File: config.mk
export PLATFORM = sky130hd
export DESIGN_NAME = utf8_stream_decoder_flat
export DESIGN_NICKNAME = d
export VERILOG_FILES = /design/src/sv/u8d_pkg.sv /design/src/sv/u8d_byte_if.sv /design/src/sv/u8d_cp_if.sv /design/src/sv/utf8_stream_decoder.sv /design/src/sv/u8d_front.sv /design/src/sv/u8d_queue.sv /design/src/sv/u8d_emitter.sv /design/src/flat_wrapper.sv
export SDC_FILE = /design/constraint.sdc
export NUM_CORES = 1
export LEC_CHECK = 0
export BUFFER_PORTS_ARGS = -buffer_cell sky130_fd_sc_hd__buf_2
export CAP_MARGIN = 20
export CORE_UTILIZATION = 40
export DETAILED_ROUTE_END_ITERATION = 16
export PLACE_DENSITY = 0.52
export SETUP_SLACK_MARGIN = 0.02
export SYNTH_ARGS = -nofsm -noshare
export SYNTH_HDL_FRONTEND = slang
export SYNTH_SLANG_ARGS = --single-unit
File: constraint.sdc
create_clock -name clk -period 22 [get_ports clk]
set_input_delay 2.2 -clock clk [delete_from_list [all_inputs] [get_ports clk]]
set_output_delay 2.2 -clock clk [all_outputs]
set_load 0.01 [all_outputs]
File: src/sv/u8d_pkg.sv
`timescale 1ns / 1ps
// Shared types, constants and decode functions for the UTF-8 stream decoder.
// No dependencies; used by the top level, front end, queue and emitter.
package u8d_pkg;

    localparam int QUEUE_DEPTH = 2;

    localparam logic [7:0]  LIMIT_ONE_BYTE   = 8'h80;
    localparam logic [7:0]  LIMIT_TWO_BYTE   = 8'hE0;
    localparam logic [7:0]  LIMIT_THREE_BYTE = 8'hF0;
    localparam logic [7:0]  MASK_TWO_BYTE    = 8'h1F;
    localparam logic [7:0]  MASK_THREE_BYTE  = 8'h0F;
    localparam logic [7:0]  MASK_FOUR_BYTE   = 8'h07;
    localparam logic [7:0]  MASK_CONT        = 8'h3F;
    localparam logic [20:0] REPLACEMENT_CP   = 21'h00FFFD;

    typedef struct packed {
        logic [20:0] code_point;
        logic        substituted;
        logic        last_of_run;
    } result_t;

    // Up to three results produced by one accepted byte; count is 1 to 3.
    typedef struct packed {
        result_t [2:0] res;
        logic [1:0]    count;
    } job_t;

    typedef struct packed {
        logic [20:0] code;
        logic        sub;
        logic [2:0]  used;
    } dec_t;

    typedef struct packed {
        logic       full;
        logic       empty;
    } queue_status_t;

    function automatic logic [1:0] lead_extra(input logic [7:0] lead);
        logic [1:0] extra;
        if (lead < LIMIT_ONE_BYTE)
            extra = 2'd0;
        else if (lead < LIMIT_TWO_BYTE)
            extra = 2'd1;
        else if (lead < LIMIT_THREE_BYTE)
            extra = 2'd2;
        else
            extra = 2'd3;
        return extra;
    endfunction

    // Decodes the sequence whose lead sits in b[0], given how many bytes are available.
    function automatic dec_t decode_seq(input logic [3:0][7:0] b, input logic [2:0] avail);
        dec_t       d;
        logic [1:0] extra;
        logic [7:0] c1;
        logic [7:0] c2;
        logic [7:0] c3;
        logic [7:0] l2;
        logic [7:0] l3;
        logic [7:0] l4;
        extra = lead_extra(b[0]);
        c1 = b[1] & MASK_CONT;
        c2 = b[2] & MASK_CONT;
        c3 = b[3] & MASK_CONT;
        l2 = b[0] & MASK_TWO_BYTE;
        l3 = b[0] & MASK_THREE_BYTE;
        l4 = b[0] & MASK_FOUR_BYTE;
        unique case (extra)
            2'd0: d.code = {13'd0, b[0]};
            2'd1: d.code = {10'd0, l2[4:0], c1[5:0]};
            2'd2: d.code = {5'd0, l3[3:0], c1[5:0], c2[5:0]};
            default: d.code = {l4[2:0], c1[5:0], c2[5:0], c3[5:0]};
        endcase
        d.used = {1'b0, extra} + 3'd1;
        d.sub  = 1'b0;
        if (d.used > avail)
        begin
            d.code = REPLACEMENT_CP;
            d.sub  = 1'b1;
            d.used = 3'd1;
        end
        return d;
    endfunction

endpackage

File: src/sv/u8d_byte_if.sv
`timescale 1ns / 1ps
// Input channel of the decoder: one raw byte per request with an end flag.
// No dependencies.
interface u8d_byte_if;
    logic       valid;
    logic       ready;
    logic [7:0] byte_in;
    logic       end_of_string;

    modport source (output valid, output byte_in, output end_of_string, input ready);
    modport sink   (input valid, input byte_in, input end_of_string, output ready);
endinterface

File: src/sv/u8d_cp_if.sv
`timescale 1ns / 1ps
// Output channel of the decoder: one code point per request.
// No dependencies.
interface u8d_cp_if;
    logic        valid;
    logic        ready;
    logic [20:0] code_point;
    logic        substituted;
    logic        last_of_run;

    modport source (output valid, output code_point, output substituted,
                    output last_of_run, input ready);
    modport sink   (input valid, input code_point, input substituted,
                    input last_of_run, output ready);
endinterface

File: src/sv/utf8_stream_decoder.sv
`timescale 1ns / 1ps
// UTF-8 stream decoder. Takes one byte per cycle while the job queue is not
// full and emits one code point per complete sequence, through a queue entry,
// the job register and the output register. Bytes that do not finish a sequence
// cause no result. A byte marked end_of_string flushes the open sequence: a
// truncated lead gives 0xFFFD with substituted set and the bytes after it are
// decoded again as leads, so that byte yields up to three results, which the
// emitter sends one per cycle while out_ready is high; the job queue (QUEUE_DEPTH
// entries) lets input continue while such a burst drains. Sustained rate is one
// byte per cycle while out_ready is high, less when such a burst fills the queue.
// Depends on u8d_pkg, u8d_byte_if, u8d_cp_if, u8d_front, u8d_queue, u8d_emitter.
module utf8_stream_decoder #(
    parameter int QUEUE_DEPTH = u8d_pkg::QUEUE_DEPTH
) (
    input  logic      clk,
    input  logic      rst_n,
    u8d_byte_if.sink  byte_chan,
    u8d_cp_if.source  cp_chan
);

    logic                   accept;
    logic                   push;
    logic                   pop;
    logic [1:0]             held_count;
    u8d_pkg::job_t          push_job;
    u8d_pkg::job_t          head_job;
    u8d_pkg::queue_status_t q_status;
    u8d_pkg::result_t       out_result;

    assign byte_chan.ready = !q_status.full;
    assign accept          = byte_chan.valid && byte_chan.ready;

    u8d_front u_front (
        .clk           (clk),
        .rst_n         (rst_n),
        .accept        (accept),
        .byte_in       (byte_chan.byte_in),
        .end_of_string (byte_chan.end_of_string),
        .push          (push),
        .job           (push_job),
        .held_count    (held_count)
    );

    u8d_queue #(
        .DEPTH (QUEUE_DEPTH)
    ) u_queue (
        .clk      (clk),
        .rst_n    (rst_n),
        .push     (push),
        .push_job (push_job),
        .pop      (pop),
        .head_job (head_job),
        .status   (q_status)
    );

    u8d_emitter u_emitter (
        .clk         (clk),
        .rst_n       (rst_n),
        .queue_empty (q_status.empty),
        .head_job    (head_job),
        .pop         (pop),
        .out_valid   (cp_chan.valid),
        .out_ready   (cp_chan.ready),
        .out_result  (out_result)
    );

    assign cp_chan.code_point  = out_result.code_point;
    assign cp_chan.substituted = out_result.substituted;
    assign cp_chan.last_of_run = out_result.last_of_run;

    // A job is never pushed into a full queue.
    assert property (@(posedge clk) disable iff (!rst_n) push |-> !q_status.full)
        else $error("job pushed into a full queue");

    // A substituted result always carries the replacement character.
    assert property (@(posedge clk) disable iff (!rst_n)
        cp_chan.valid && cp_chan.substituted |-> cp_chan.code_point == u8d_pkg::REPLACEMENT_CP)
        else $error("substituted result without replacement character");

    // The end of a string always leaves no open sequence behind.
    assert property (@(posedge clk) disable iff (!rst_n)
        accept && byte_chan.end_of_string |=> held_count == 2'd0)
        else $error("bytes still held after end of string");

endmodule

File: src/sv/u8d_front.sv
`timescale 1ns / 1ps
// Front end: accepts bytes, keeps the open sequence and builds result jobs.
// Depends on u8d_pkg.
module u8d_front (
    input  logic            clk,
    input  logic            rst_n,
    input  logic            accept,
    input  logic [7:0]      byte_in,
    input  logic            end_of_string,
    output logic            push,
    output u8d_pkg::job_t   job,
    output logic [1:0]      held_count
);

    logic [2:0][7:0]   held_reg;
    logic [1:0]        count_reg;
    logic [1:0]        count_next;
    logic [3:0][7:0]   buf_b;
    logic [3:0][7:0]   sh1;
    logic [3:0][7:0]   sh2;
    logic [2:0]        n;
    logic [2:0]        p1;
    logic [2:0]        p2;
    logic              have1;
    logic              have2;
    u8d_pkg::dec_t     d0;
    u8d_pkg::dec_t     d1;
    u8d_pkg::dec_t     d2;

    // Held bytes first, then the new byte; entries past the count are unused.
    always_comb
    begin
        buf_b[0] = (count_reg > 2'd0) ? held_reg[0] : byte_in;
        buf_b[1] = (count_reg > 2'd1) ? held_reg[1] :
                   ((count_reg == 2'd1) ? byte_in : 8'd0);
        buf_b[2] = (count_reg > 2'd2) ? held_reg[2] :
                   ((count_reg == 2'd2) ? byte_in : 8'd0);
        buf_b[3] = (count_reg == 2'd3) ? byte_in : 8'd0;
    end

    assign n     = {1'b0, count_reg} + 3'd1;
    assign d0    = u8d_pkg::decode_seq(buf_b, n);
    assign p1    = d0.used;
    assign have1 = n > p1;
    assign sh1   = buf_b >> {p1, 3'b000};
    assign d1    = u8d_pkg::decode_seq(sh1, n - p1);
    assign p2    = p1 + d1.used;
    assign have2 = have1 && (n > p2);
    assign sh2   = buf_b >> {p2, 3'b000};
    assign d2    = u8d_pkg::decode_seq(sh2, n - p2);

    always_comb
    begin
        job.res[0] = '{code_point: d0.code, substituted: d0.sub, last_of_run: 1'b1};
        job.res[1] = '{code_point: d1.code, substituted: d1.sub, last_of_run: !have2};
        job.res[2] = '{code_point: d2.code, substituted: d2.sub, last_of_run: 1'b1};
        job.count  = 2'd1;
        if (end_of_string)
        begin
            job.res[0].last_of_run = !have1;
            job.count = 2'd1 + {1'b0, have1} + {1'b0, have2};
        end
    end

    assign push = accept && (end_of_string || !d0.sub);

    always_comb
    begin
        count_next = count_reg;
        if (accept)
        begin
            if (end_of_string || !d0.sub)
                count_next = 2'd0;
            else
                count_next = count_reg + 2'd1;
        end
    end

    always_ff @(posedge clk or negedge rst_n)
    begin
        if (!rst_n)
            count_reg <= 2'd0;
        else
            count_reg <= count_next;
    end

    // An incomplete sequence never holds more than three bytes.
    always_ff @(posedge clk)
    begin
        if (accept && !end_of_string && d0.sub)
            held_reg[count_reg] <= byte_in;
    end

    assign held_count = count_reg;

endmodule

File: src/sv/u8d_queue.sv
`timescale 1ns / 1ps
// Small job queue between the front end and the emitter.
// Depends on u8d_pkg.
module u8d_queue #(
    parameter int DEPTH = u8d_pkg::QUEUE_DEPTH
) (
    input  logic                   clk,
    input  logic                   rst_n,
    input  logic                   push,
    input  u8d_pkg::job_t          push_job,
    input  logic                   pop,
    output u8d_pkg::job_t          head_job,
    output u8d_pkg::queue_status_t status
);

    localparam int PTR_W = (DEPTH > 1) ? $clog2(DEPTH) : 1;
    localparam int CNT_W = $clog2(DEPTH + 1);

    u8d_pkg::job_t    mem_reg [DEPTH];
    logic [PTR_W-1:0] wr_ptr_reg;
    logic [PTR_W-1:0] rd_ptr_reg;
    logic [CNT_W-1:0] count_reg;
    logic             do_push;
    logic             do_pop;

    assign status.full  = (count_reg == CNT_W'(DEPTH));
    assign status.empty = (count_reg == '0);
    assign do_push      = push && !status.full;
    assign do_pop       = pop && !status.empty;
    assign head_job     = mem_reg[rd_ptr_reg];

    always_ff @(posedge clk or negedge rst_n)
    begin
        if (!rst_n)
        begin
            wr_ptr_reg <= '0;
            rd_ptr_reg <= '0;
            count_reg  <= '0;
        end
        else
        begin
            if (do_push)
                wr_ptr_reg <= (wr_ptr_reg == PTR_W'(DEPTH - 1)) ? '0 : wr_ptr_reg + 1'b1;
            if (do_pop)
                rd_ptr_reg <= (rd_ptr_reg == PTR_W'(DEPTH - 1)) ? '0 : rd_ptr_reg + 1'b1;
            if (do_push && !do_pop)
                count_reg <= count_reg + 1'b1;
            else if (do_pop && !do_push)
                count_reg <= count_reg - 1'b1;
        end
    end

    always_ff @(posedge clk)
    begin
        if (do_push)
            mem_reg[wr_ptr_reg] <= push_job;
    end

endmodule

File: src/sv/u8d_emitter.sv
`timescale 1ns / 1ps
// Back end: walks the results of each job and drives the output register.
// Depends on u8d_pkg.
module u8d_emitter (
    input  logic               clk,
    input  logic               rst_n,
    input  logic               queue_empty,
    input  u8d_pkg::job_t      head_job,
    output logic               pop,
    output logic               out_valid,
    input  logic               out_ready,
    output u8d_pkg::result_t   out_result
);

    u8d_pkg::job_t    job_reg;
    logic             job_valid_reg;
    logic [1:0]       idx_reg;
    logic             out_valid_reg;
    u8d_pkg::result_t out_reg;
    logic             out_load;
    logic             emit;
    logic             job_done;

    assign out_load = !out_valid_reg || out_ready;
    assign emit     = job_valid_reg && out_load;
    assign job_done = emit && (idx_reg == job_reg.count - 2'd1);
    assign pop      = !queue_empty && (!job_valid_reg || job_done);

    always_ff @(posedge clk or negedge rst_n)
    begin
        if (!rst_n)
        begin
            job_valid_reg <= 1'b0;
            idx_reg       <= 2'd0;
            out_valid_reg <= 1'b0;
        end
        else
        begin
            if (pop)
            begin
                job_valid_reg <= 1'b1;
                idx_reg       <= 2'd0;
            end
            else if (job_done)
                job_valid_reg <= 1'b0;
            else if (emit)
                idx_reg <= idx_reg + 2'd1;
            if (out_load)
                out_valid_reg <= job_valid_reg;
        end
    end

    always_ff @(posedge clk)
    begin
        if (pop)
            job_reg <= head_job;
        if (emit)
            out_reg <= job_reg.res[idx_reg];
    end

    assign out_valid  = out_valid_reg;
    assign out_result = out_reg;

endmodule
File: src/flat_wrapper.sv
// flat-port wrapper written by rule: the top's interface ports become plain ports
module utf8_stream_decoder_flat 
#(
    parameter int QUEUE_DEPTH = u8d_pkg::QUEUE_DEPTH
)
  (clk, rst_n, byte_chan_valid, byte_chan_byte_in, byte_chan_end_of_string, byte_chan_ready, cp_chan_valid, cp_chan_code_point, cp_chan_substituted, cp_chan_last_of_run, cp_chan_ready);
  u8d_byte_if byte_chan_i ();
  u8d_cp_if cp_chan_i ();
  input  logic clk;
  input  logic rst_n;
  input wire logic [$bits(byte_chan_i.valid)-1:0] byte_chan_valid;
  input wire logic [$bits(byte_chan_i.byte_in)-1:0] byte_chan_byte_in;
  input wire logic [$bits(byte_chan_i.end_of_string)-1:0] byte_chan_end_of_string;
  output wire logic [$bits(byte_chan_i.ready)-1:0] byte_chan_ready;
  output wire logic [$bits(cp_chan_i.valid)-1:0] cp_chan_valid;
  output wire logic [$bits(cp_chan_i.code_point)-1:0] cp_chan_code_point;
  output wire logic [$bits(cp_chan_i.substituted)-1:0] cp_chan_substituted;
  output wire logic [$bits(cp_chan_i.last_of_run)-1:0] cp_chan_last_of_run;
  input wire logic [$bits(cp_chan_i.ready)-1:0] cp_chan_ready;
  assign byte_chan_i.valid = byte_chan_valid;
  assign byte_chan_i.byte_in = byte_chan_byte_in;
  assign byte_chan_i.end_of_string = byte_chan_end_of_string;
  assign byte_chan_ready = byte_chan_i.ready;
  assign cp_chan_valid = cp_chan_i.valid;
  assign cp_chan_code_point = cp_chan_i.code_point;
  assign cp_chan_substituted = cp_chan_i.substituted;
  assign cp_chan_last_of_run = cp_chan_i.last_of_run;
  assign cp_chan_i.ready = cp_chan_ready;
  utf8_stream_decoder #(.QUEUE_DEPTH(QUEUE_DEPTH)) u_core (.clk(clk), .rst_n(rst_n), .byte_chan(byte_chan_i), .cp_chan(cp_chan_i));
endmodule
### Word level (Yosys, flattened, before mapping)

Memory sizes are Yosys's and may differ from the RTL's. A register that Yosys moved wholly into a read port is not among the register bits.
Index checks and enable logic that the tools add are counted.
Widths: inputs -> output; s select.

* add/subtract/negate cells: 16
* shift-type cells: 2
* order comparisons: 20
* mux-type cells: 39
* reductions and logical operators: 34
* eq/ne operators: 12

Operators by type and width (number)
* $pmux 21 s3: 3
* $mux 25: 3
* $lt 8x8->1 const B: 9
* $shr 32x6->30: 2
* $mux 8: 7
* $bmux 23 s2: 1
* $bwmux 24: 1
* $mux 2: 12
* $mux 23: 1
* $demux 8 s2: 1
* $gt 3x3->1: 5
* $logic_and 1x1->1: 13
* $add 2x1->3 const B: 4
* $eq 2x2->1 const B: 6
* $logic_not 1->1: 10
* $mux 1: 9
* $eq 2x1->1 const B: 4
* $logic_not 2->1: 4
* $add 2x1->2 const B: 3
* $lt 2x3->1 const B: 2
* $reduce_bool 2->1: 3
* $sub 3x3->3: 2
* $gt 2x1->1 const B: 2
* $sub 2x1->2 const B: 2
* 11 further kinds: 14

* logic and storage cells: 138
* register bits: 58
* memories kept: 1
* output and inout port bits: 25
* bits in writable memories: 140

Memory list
* u_core.u_queue.mem_reg: depth 2, bits a word 70, read ports 1, clocked after Yosys merged registers in 1, wr ports 1, RTL line u8d_queue.sv:19 `u8d_pkg::job_t mem_reg [DEPTH];`

### Longest topological paths before layout

Gate-level depths: netlist of the first run.

* depth after elaboration: 26
* mapped depth: 44

### Modules after synthesis

A second synthesis of the first run with hierarchy kept.

* cell total of the unflattened synthesis: 1018
* area, all modules: 13530.5 µm²

By module, submodules not included
* u8d_queue: cells an instance 240, times used 1, area each 5670.4 µm²
* u8d_front: cells an instance 576, times used 1, area each 4281.6 µm²
* u8d_emitter: cells an instance 200, times used 1, area each 3568.4 µm²
* utf8_stream_decoder: cells an instance 2, times used 1, area each 10.0 µm²

### Least setup slack after synthesis of the first run

No wires, ideal clock.

* path type: input port to flip-flop
* start point: input byte_chan_byte_in[5]
* end point: memory u_core.u_queue.mem_reg[0][67] in the netlist's numbering (data pin)
* stages: 37
* required time: 21.827 ns
* data arrival time: 10.204 ns
* path buffers: 5
* slack: 11.623 ns
* path through: buf_2 > and4_4 > nor2_1 > inv_1 > ha_1 > ha_1 > nand3_1 > o21a_1 > a21oi_2 > inv_1 > clkbuf_1 > nand2_1 > a311oi_1 > o21ai_0 > ha_1 > inv_1 > ha_1 > nor2b_1 > o21ai_0 > a32o_1 > clkbuf_1 > nand2_1 > fa_1 > clkbuf_1 > clkinv_1 > mux4_2 > o211a_1 > and3_1 > ha_1 > ha_1 > nor2b_1 > o21ai_0 > inv_1 > o21ai_0 > clkbuf_1 > nand2_1 > nor3_1

RTL lines
* start, declared: RTL line flat_wrapper.sv:12 `input wire logic [$bits(byte_chan_i.byte_in)-1:0] byte_chan_byte_in;`
* end, declared: RTL line u8d_queue.sv:19

==> flow_metrics.tcl, run 1 <==
set metrics [dict create \
    status "finished clean" \
    worst_setup_path_start_kind "input port" \
    end_kind "flip-flop" \
    crit_start "byte_chan_byte_in[5]" \
    place_area_mm2 0.0135 \
    r2r_end "u_core.u_queue.mem_reg[1][51]" \
    ys_warn_count 0 \
    cts_buffers 29 \
    clk_latency_ns 0.55 \
    die_h_um 182 \
    synth-main-ff-cell "edfxtp_1" \
    cts_setup_buffers 0 \
    cts-root-buf "clkbuf_16" \
    fin_nets 1067 \
    layout-drive-gt1-share_pct 19.0 \
    fmax_mhz 79.9 \
    skew_ns 0.0220 \
    cp.required_ns 22.27 \
    yosysSeqAreaShare_pct 61.7 \
    syn2layout_area_growth_pct 11.8 \
    crit_top_cell "ha_1" \
    synth_cell_types 72 \
    fin_crit_sh_pct 56.9 \
    maxSlewHeadroom_pct 23.8 \
    gr-usage-all-layers_pct 20.8 \
    largest_reg_flops 140 \
    seq_area_mm2 0.00797 \
    overflow 0 \
    rsz0062_at_grt "false" \
    post_cts_resized 0 \
    yosysTopAreaCell "edfxtp_1" \
    cts_tree "done" \
    avgSynthCellArea_um2 13.0 \
    final_common_cell "edfxtp_1" \
    hpwl_um 23400 \
    min_period_ns 12.52 \
    drt_pass1_iterations 5 \
    clk_pin_slew_worst_paths_ns 0.06 \
    core-area_mm2 0.0316 \
    post-route-util_pct 45.6 \
    clockBufferDepth 3 \
    yosysTopAreaCellShare_pct 59.8 \
    critical_path.max_stage_delay_ns 0.78 \
    pre_cts_slack_ns 8.47 \
    rows 65 \
    worst_pin_slew_ns 1.13 \
    syn_inst 993 \
    ys_ff_latch 267 \
    worstSetupPathType "in -> reg" \
    hold_path_end "u_core.u_queue.count_reg[1]" \
    cts_max_level 1 \
    worstHoldStart "u_core.u_queue.count_reg[1]" \
    route.detailed.drc 0 \
    antenna_left 0 \
    setup_violations 0 \
    reg2reg_from "u_core.u_front.held_count[0]" \
    vias_per_cell 5.73 \
    grt_pass1_wl_um 51300 \
    syn_area_mm2 0.0129 \
    min_path_cells 1 \
    slew_viol_final 0 \
    async_flop_share_pct 3.75 \
    die_x_um 182 \
    grt_pass1_vias 8014 \
    fin_setup_tns_ns 0 \
    yosys-top-cells-area "edfxtp_1 (60%), mux2_2 (6.4%), nand2_1 (2.7%)" \
    synth_edf_count 257 \
    routedWlPerCell_um 23.6 \
    die_area_mm2 0.0330 \
    design_area_mm2 0.0144 \
    ff2ff_setup_slack_ns 9.75 \
    path_max_fanout 39 \
    ios 38 \
    rr_worst_depth 37 \
    layout_common_cells "edfxtp_1 (257), nand2_1 (92), mux2_2 (73)" \
    place_congestion 0.924 \
    nFillCells 2860 \
    initial_core_util_pct 40.8 \
    hp-class "reg -> reg" \
    grt_max_degree 68 \
    hold_violations 0 \
    multi_input_area_mm2 0.00457 \
    cts_sinks 267 \
    critPathSlowestCell "a21boi_2" \
    wl_um 34100 \
    io_buffers 37 \
    vias 8287 \
    syn_nets 1035 \
    worst_ep_arrival_time_ns 12.79 \
    setup_ws_ns 9.48 \
    hold_buffers 0 \
    antenna_found_initial 0 \
    maxCapViolCount 0 \
    drt_iter0_markers 809 \
]
## critical path, delay by kind of cell
kind | cells | cell delay, ns
adder cells (fa/ha/maj) | 8 | 3.49
buffers and inverters | 11 | 2.37
AND/OR/NAND/NOR | 4 | 0.70
multiplexers | 1 | 0.61
AO/OA/AOI/OAI | 12 | 3.37
## layout make-up
cell class	count	share of cell area, %
multi-input cells	628	31.7
clock buffers	35	5.19
flip-flops and latches	267	55.2
diodes	1	0.0173
clock inverters	13	0.997
well taps	402	3.49
inverters	41	1.07
repair buffers	58	2.36
## cell usage after synthesis, drive strengths merged, types with 7 or more instances
cell / n
a211oi: 10
a21oi: 41
a221o: 14
a22o: 13
a22oi: 12
a31oi: 15
and2: 11
buf: 9
clkbuf: 48
dfrtp: 10
edfxtp: 257
ha: 26
inv: 39
mux2: 74
mux2i: 33
nand2: 92
nand2b: 10
nand3: 16
nand4: 7
nor2: 53
nor2b: 13
nor3: 7
o211ai: 17
o21ai: 59
o22ai: 14
o311ai: 7
xnor2: 7
## cell families after synthesis
kind of cell | synth area share [%]
mux | 9.52
flops | 61.7
buf+inv | 3.07
compound gates | 13.3
simple gates | 8.60
fa+ha+maj | 2.98
xor+xnor | 0.814
## layer usage
layer  wire length (um)  GRT usage (%)  up-vias
li1                   -              -     3881
met2              15600           33.1      267
met1              15900           30.0     4082
met4                779           5.59        0
met5                  0              0        -
met3               1880           2.71       57
## how the worst max path moves through the flow
stage          cells after the start  slack [ns]                            end
2_1_floorplan                     37       11.62  u_core.u_queue.mem_reg[0][67]
3_3_place_gp                      35        8.79  u_core.u_queue.mem_reg[0][54]
3_5_place_dp                      35        8.47  u_core.u_queue.mem_reg[0][51]
4_1_cts                           35        8.97  u_core.u_queue.mem_reg[1][51]
5_1_grt                           36        8.57  u_core.u_queue.mem_reg[1][54]
6_report                          36        9.48  u_core.u_queue.mem_reg[1][51]
## stage by stage
stage | instances | hold WS (ns)
after CTS | 1443 | 0.497
after global routing | 1444 | 0.545
final | 1445 | 0.491
after detailed placement | 1395 | 0.485
after global placement | 1395 | 0.481
after floorplan | 993 | 0.459
Power of run 1 is left out: the tool's default activity adds up to more than one toggle a clock period on the data nets, which glitch-free logic cannot reach.
==> run 2, diff against run 1 <==
--- a/config.mk
+++ b/config.mk
@@ -5,6 +5,7 @@
 export SDC_FILE = /design/constraint.sdc
 export NUM_CORES = 1
 export LEC_CHECK = 0
+export ABC_AREA = 1
 export BUFFER_PORTS_ARGS = -buffer_cell sky130_fd_sc_hd__buf_2
 export CAP_MARGIN = 20
 export CORE_UTILIZATION = 40
==> constraint.sdc (replaced) <==
create_clock -name clk -period 12.69 [get_ports clk]
set_input_delay 1.269 -clock clk [delete_from_list [all_inputs] [get_ports clk]]
set_output_delay 1.269 -clock clk [all_outputs]
set_load 0.01 [all_outputs]
==> run 2 against run 1 <==
Effect of this change:
- sequential share of layout area down 0.47 points
- clock skew down 0.012 ns
- wire length up 6.1%
- cell count up 25%
- hold slack better by 0.0026 ns
- largest cell class unchanged
- first-iteration DRC count up 0.25%
- flip-flop and latch count unchanged
- highest routed layer unchanged
- final area up 0.85%
==> flow_metrics.tcl, run 2 <==
set metrics [dict create \
    syn_nets 1369 \
    antenna_left 0 \
    cts_buffers 29 \
    hold_buffers 0 \
    yosysSeqAreaShare_pct 60.9 \
    layout_common_cells "nand2_1 (420), edfxtp_1 (257), nor2_1 (103)" \
    cts_sinks 267 \
    seq_area_mm2 0.00797 \
    ios 38 \
    crit_top_cell "nand2_1" \
    synth_cell_types 54 \
    rsz0062_at_grt "false" \
    antenna_found_initial 1 \
    grt_pass1_wl_um 56400 \
    rr_worst_depth 46 \
    slew_viol_final 0 \
    nFillCells 3063 \
    yosys-top-cells-area "edfxtp_1 (59%), nand2_1 (12%), o21ai_0 (3.7%)" \
    cts_tree "done" \
    maxSlewHeadroom_pct 21.8 \
    min_period_ns 11.14 \
    drt_pass1_iterations 7 \
    worst_setup_path_start_kind "flip-flop" \
    rows 65 \
    hold_violations 0 \
    critical_path.max_stage_delay_ns 0.61 \
    diodes 0 \
    fin_setup_tns_ns 0 \
    reg2reg_from "u_core.u_front.held_count[0]" \
    netlist_top_cells_count "nand2_1 (420), edfxtp_1 (257), nor2_1 (105), o21ai_0 (98), inv_1 (89)" \
    path_max_fanout 23 \
    layout-drive-gt1-share_pct 9.60 \
    grt_pass1_vias 9082 \
    fin_nets 1396 \
    ys_warn_count 0 \
    avgSynthCellArea_um2 9.86 \
    async_flop_share_pct 3.75 \
    die_x_um 183 \
    worstSetupPathType "reg -> reg" \
    initial_core_util_pct 41.1 \
    syn_inst 1327 \
    largest_reg_flops 140 \
    hp-class "reg -> reg" \
    die_area_mm2 0.0334 \
    synth_edf_count 257 \
    syn_area_mm2 0.0131 \
    syn2layout_area_growth_pct 11.2 \
    fin_crit_sh_pct 87.8 \
    design_area_mm2 0.0146 \
    wl_um 36200 \
    critPathSlowestCell "nand2_1" \
    routedWlPerCell_um 20.0 \
    skew_ns 0.00991 \
    gr-usage-all-layers_pct 22.3 \
    synth-main-ff-cell "edfxtp_1" \
    status "finished clean" \
    clk_latency_ns 0.56 \
    place_area_mm2 0.0137 \
    fmax_mhz 89.7 \
    drt_iter0_markers 811 \
    route.detailed.drc 0 \
    clockBufferDepth 3 \
    end_kind "flip-flop" \
    core-area_mm2 0.0319 \
    final_common_cell "nand2_1" \
    cts_max_level 1 \
    r2r_end "u_core.u_queue.mem_reg[1][68]" \
    yosysTopAreaCellShare_pct 59.0 \
    synth.most_common_cell "nand2_1" \
    maxCapViolCount 0 \
    vias_per_cell 5.19 \
    post_cts_resized 0 \
    vias 9385 \
    hpwl_um 25700 \
    crit_path_end "u_core.u_queue.mem_reg[1][68]" \
    cp.required_ns 13.04 \
    worst_ep_arrival_time_ns 11.50 \
    cts_setup_buffers 0 \
    clk_pin_slew_worst_paths_ns 0.06 \
    io_buffers 37 \
    multi_input_area_mm2 0.00448 \
    grt_max_degree 72 \
    setup_violations 0 \
    yosysTopAreaCell "edfxtp_1" \
    ff2ff_setup_slack_ns 1.55 \
    crit_start "u_core.u_front.held_count[0]" \
    ys_ff_latch 267 \
    place_congestion 0.940 \
    worst_pin_slew_ns 1.16 \
    cts-root-buf "clkbuf_16" \
    overflow 0 \
    die_h_um 183 \
]
[run 2: changes by cell type after synthesis, moves of 14 or more]
cell,previous run,this run
nor2_1,53,105
nand3_1,16,79
o21ai_0,56,98
a221o_1,14,0
mux2_2,73,0
mux2i_1,31,0
inv_1,35,89
nand2_1,92,420
[run 2: layout make-up]
type / count / area share (%)
sequential: 267 / 54.8
multi-input combinational: 904 / 30.8
clock buffer: 41 / 5.50
tap: 435 / 3.74
inverter: 99 / 2.59
timing repair buffer: 53 / 2.10
clock inverter: 11 / 0.507
[run 2: worst min-delay path by stage]
stage | end | startpoint | slack, ns | depth (start not counted)
finish | u_core.u_emitter.out_valid | u_core.u_emitter.job_valid_reg | 0.49 | 2
global placement | u_core.u_emitter.job_reg[37] | u_core.u_queue.mem_reg[0][37] | 0.49 | 2
global route | u_core.u_emitter.job_reg[22] | u_core.u_queue.mem_reg[0][22] | 0.53 | 2
CTS | u_core.u_emitter.out_valid | u_core.u_emitter.job_valid_reg | 0.51 | 2
detailed placement | u_core.u_emitter.out_valid | u_core.u_emitter.job_valid_reg | 0.49 | 2
floorplan | u_core.u_emitter.out_valid | u_core.u_emitter.job_valid_reg | 0.45 | 2
[run 2: worst max-delay path, delay by kind of cell, from the launching register on]
family | cells | cell delay (ns)
AOI/OAI and AO/OA | 5 | 0.80
adders and majority gates | 9 | 3.38
buffers and inverters | 9 | 1.97
DFF | 1 | 0.44
and+or+nand+nor | 23 | 4.34
[run 2: logic make-up (layout without fill, tap and decap cells)]
| group | count (synthesis) | count (layout) | share of synthesized area [%] |
|---|---|---|---|
| XOR/XNOR | 6 | 6 | 0.402 |
| adder cells (fa/ha/maj) | 29 | 29 | 2.94 |
| AO/OA/AOI/OAI | 215 | 215 | 9.66 |
| flip-flops | 267 | 267 | 60.9 |
| AND/OR/NAND/NOR | 654 | 654 | 21.1 |
| buffers and inverters | 156 | 204 | 5.01 |
[run 2: per-layer routing]
| layer | GRT usage, % | share of wire, % | routed length [um] |
|---|---|---|---|
| met1 | 32.0 | 47 | 17100 |
| met2 | 36.1 | 46 | 16600 |
| met3 | 2.20 | 3.9 | 1420 |
| met4 | 6.43 | 2.9 | 1040 |
| met5 | 0 | 0 | 0 |
[run 2: metrics by stage]
stage	hold slack [ns]	std cells	setup slack, ns	utilization, %
6_report	0.493	1810	1.55	45.6
4_1_cts	0.506	1810	1.66	45.6
3_3_place_gp	0.492	1758	1.84	42.9
5_1_grt	0.527	1810	0.599	45.6
2_1_floorplan	0.447	1327	4.35	-
3_5_place_dp	0.489	1758	1.47	42.9
Power of run 2 is left out for the same reason.
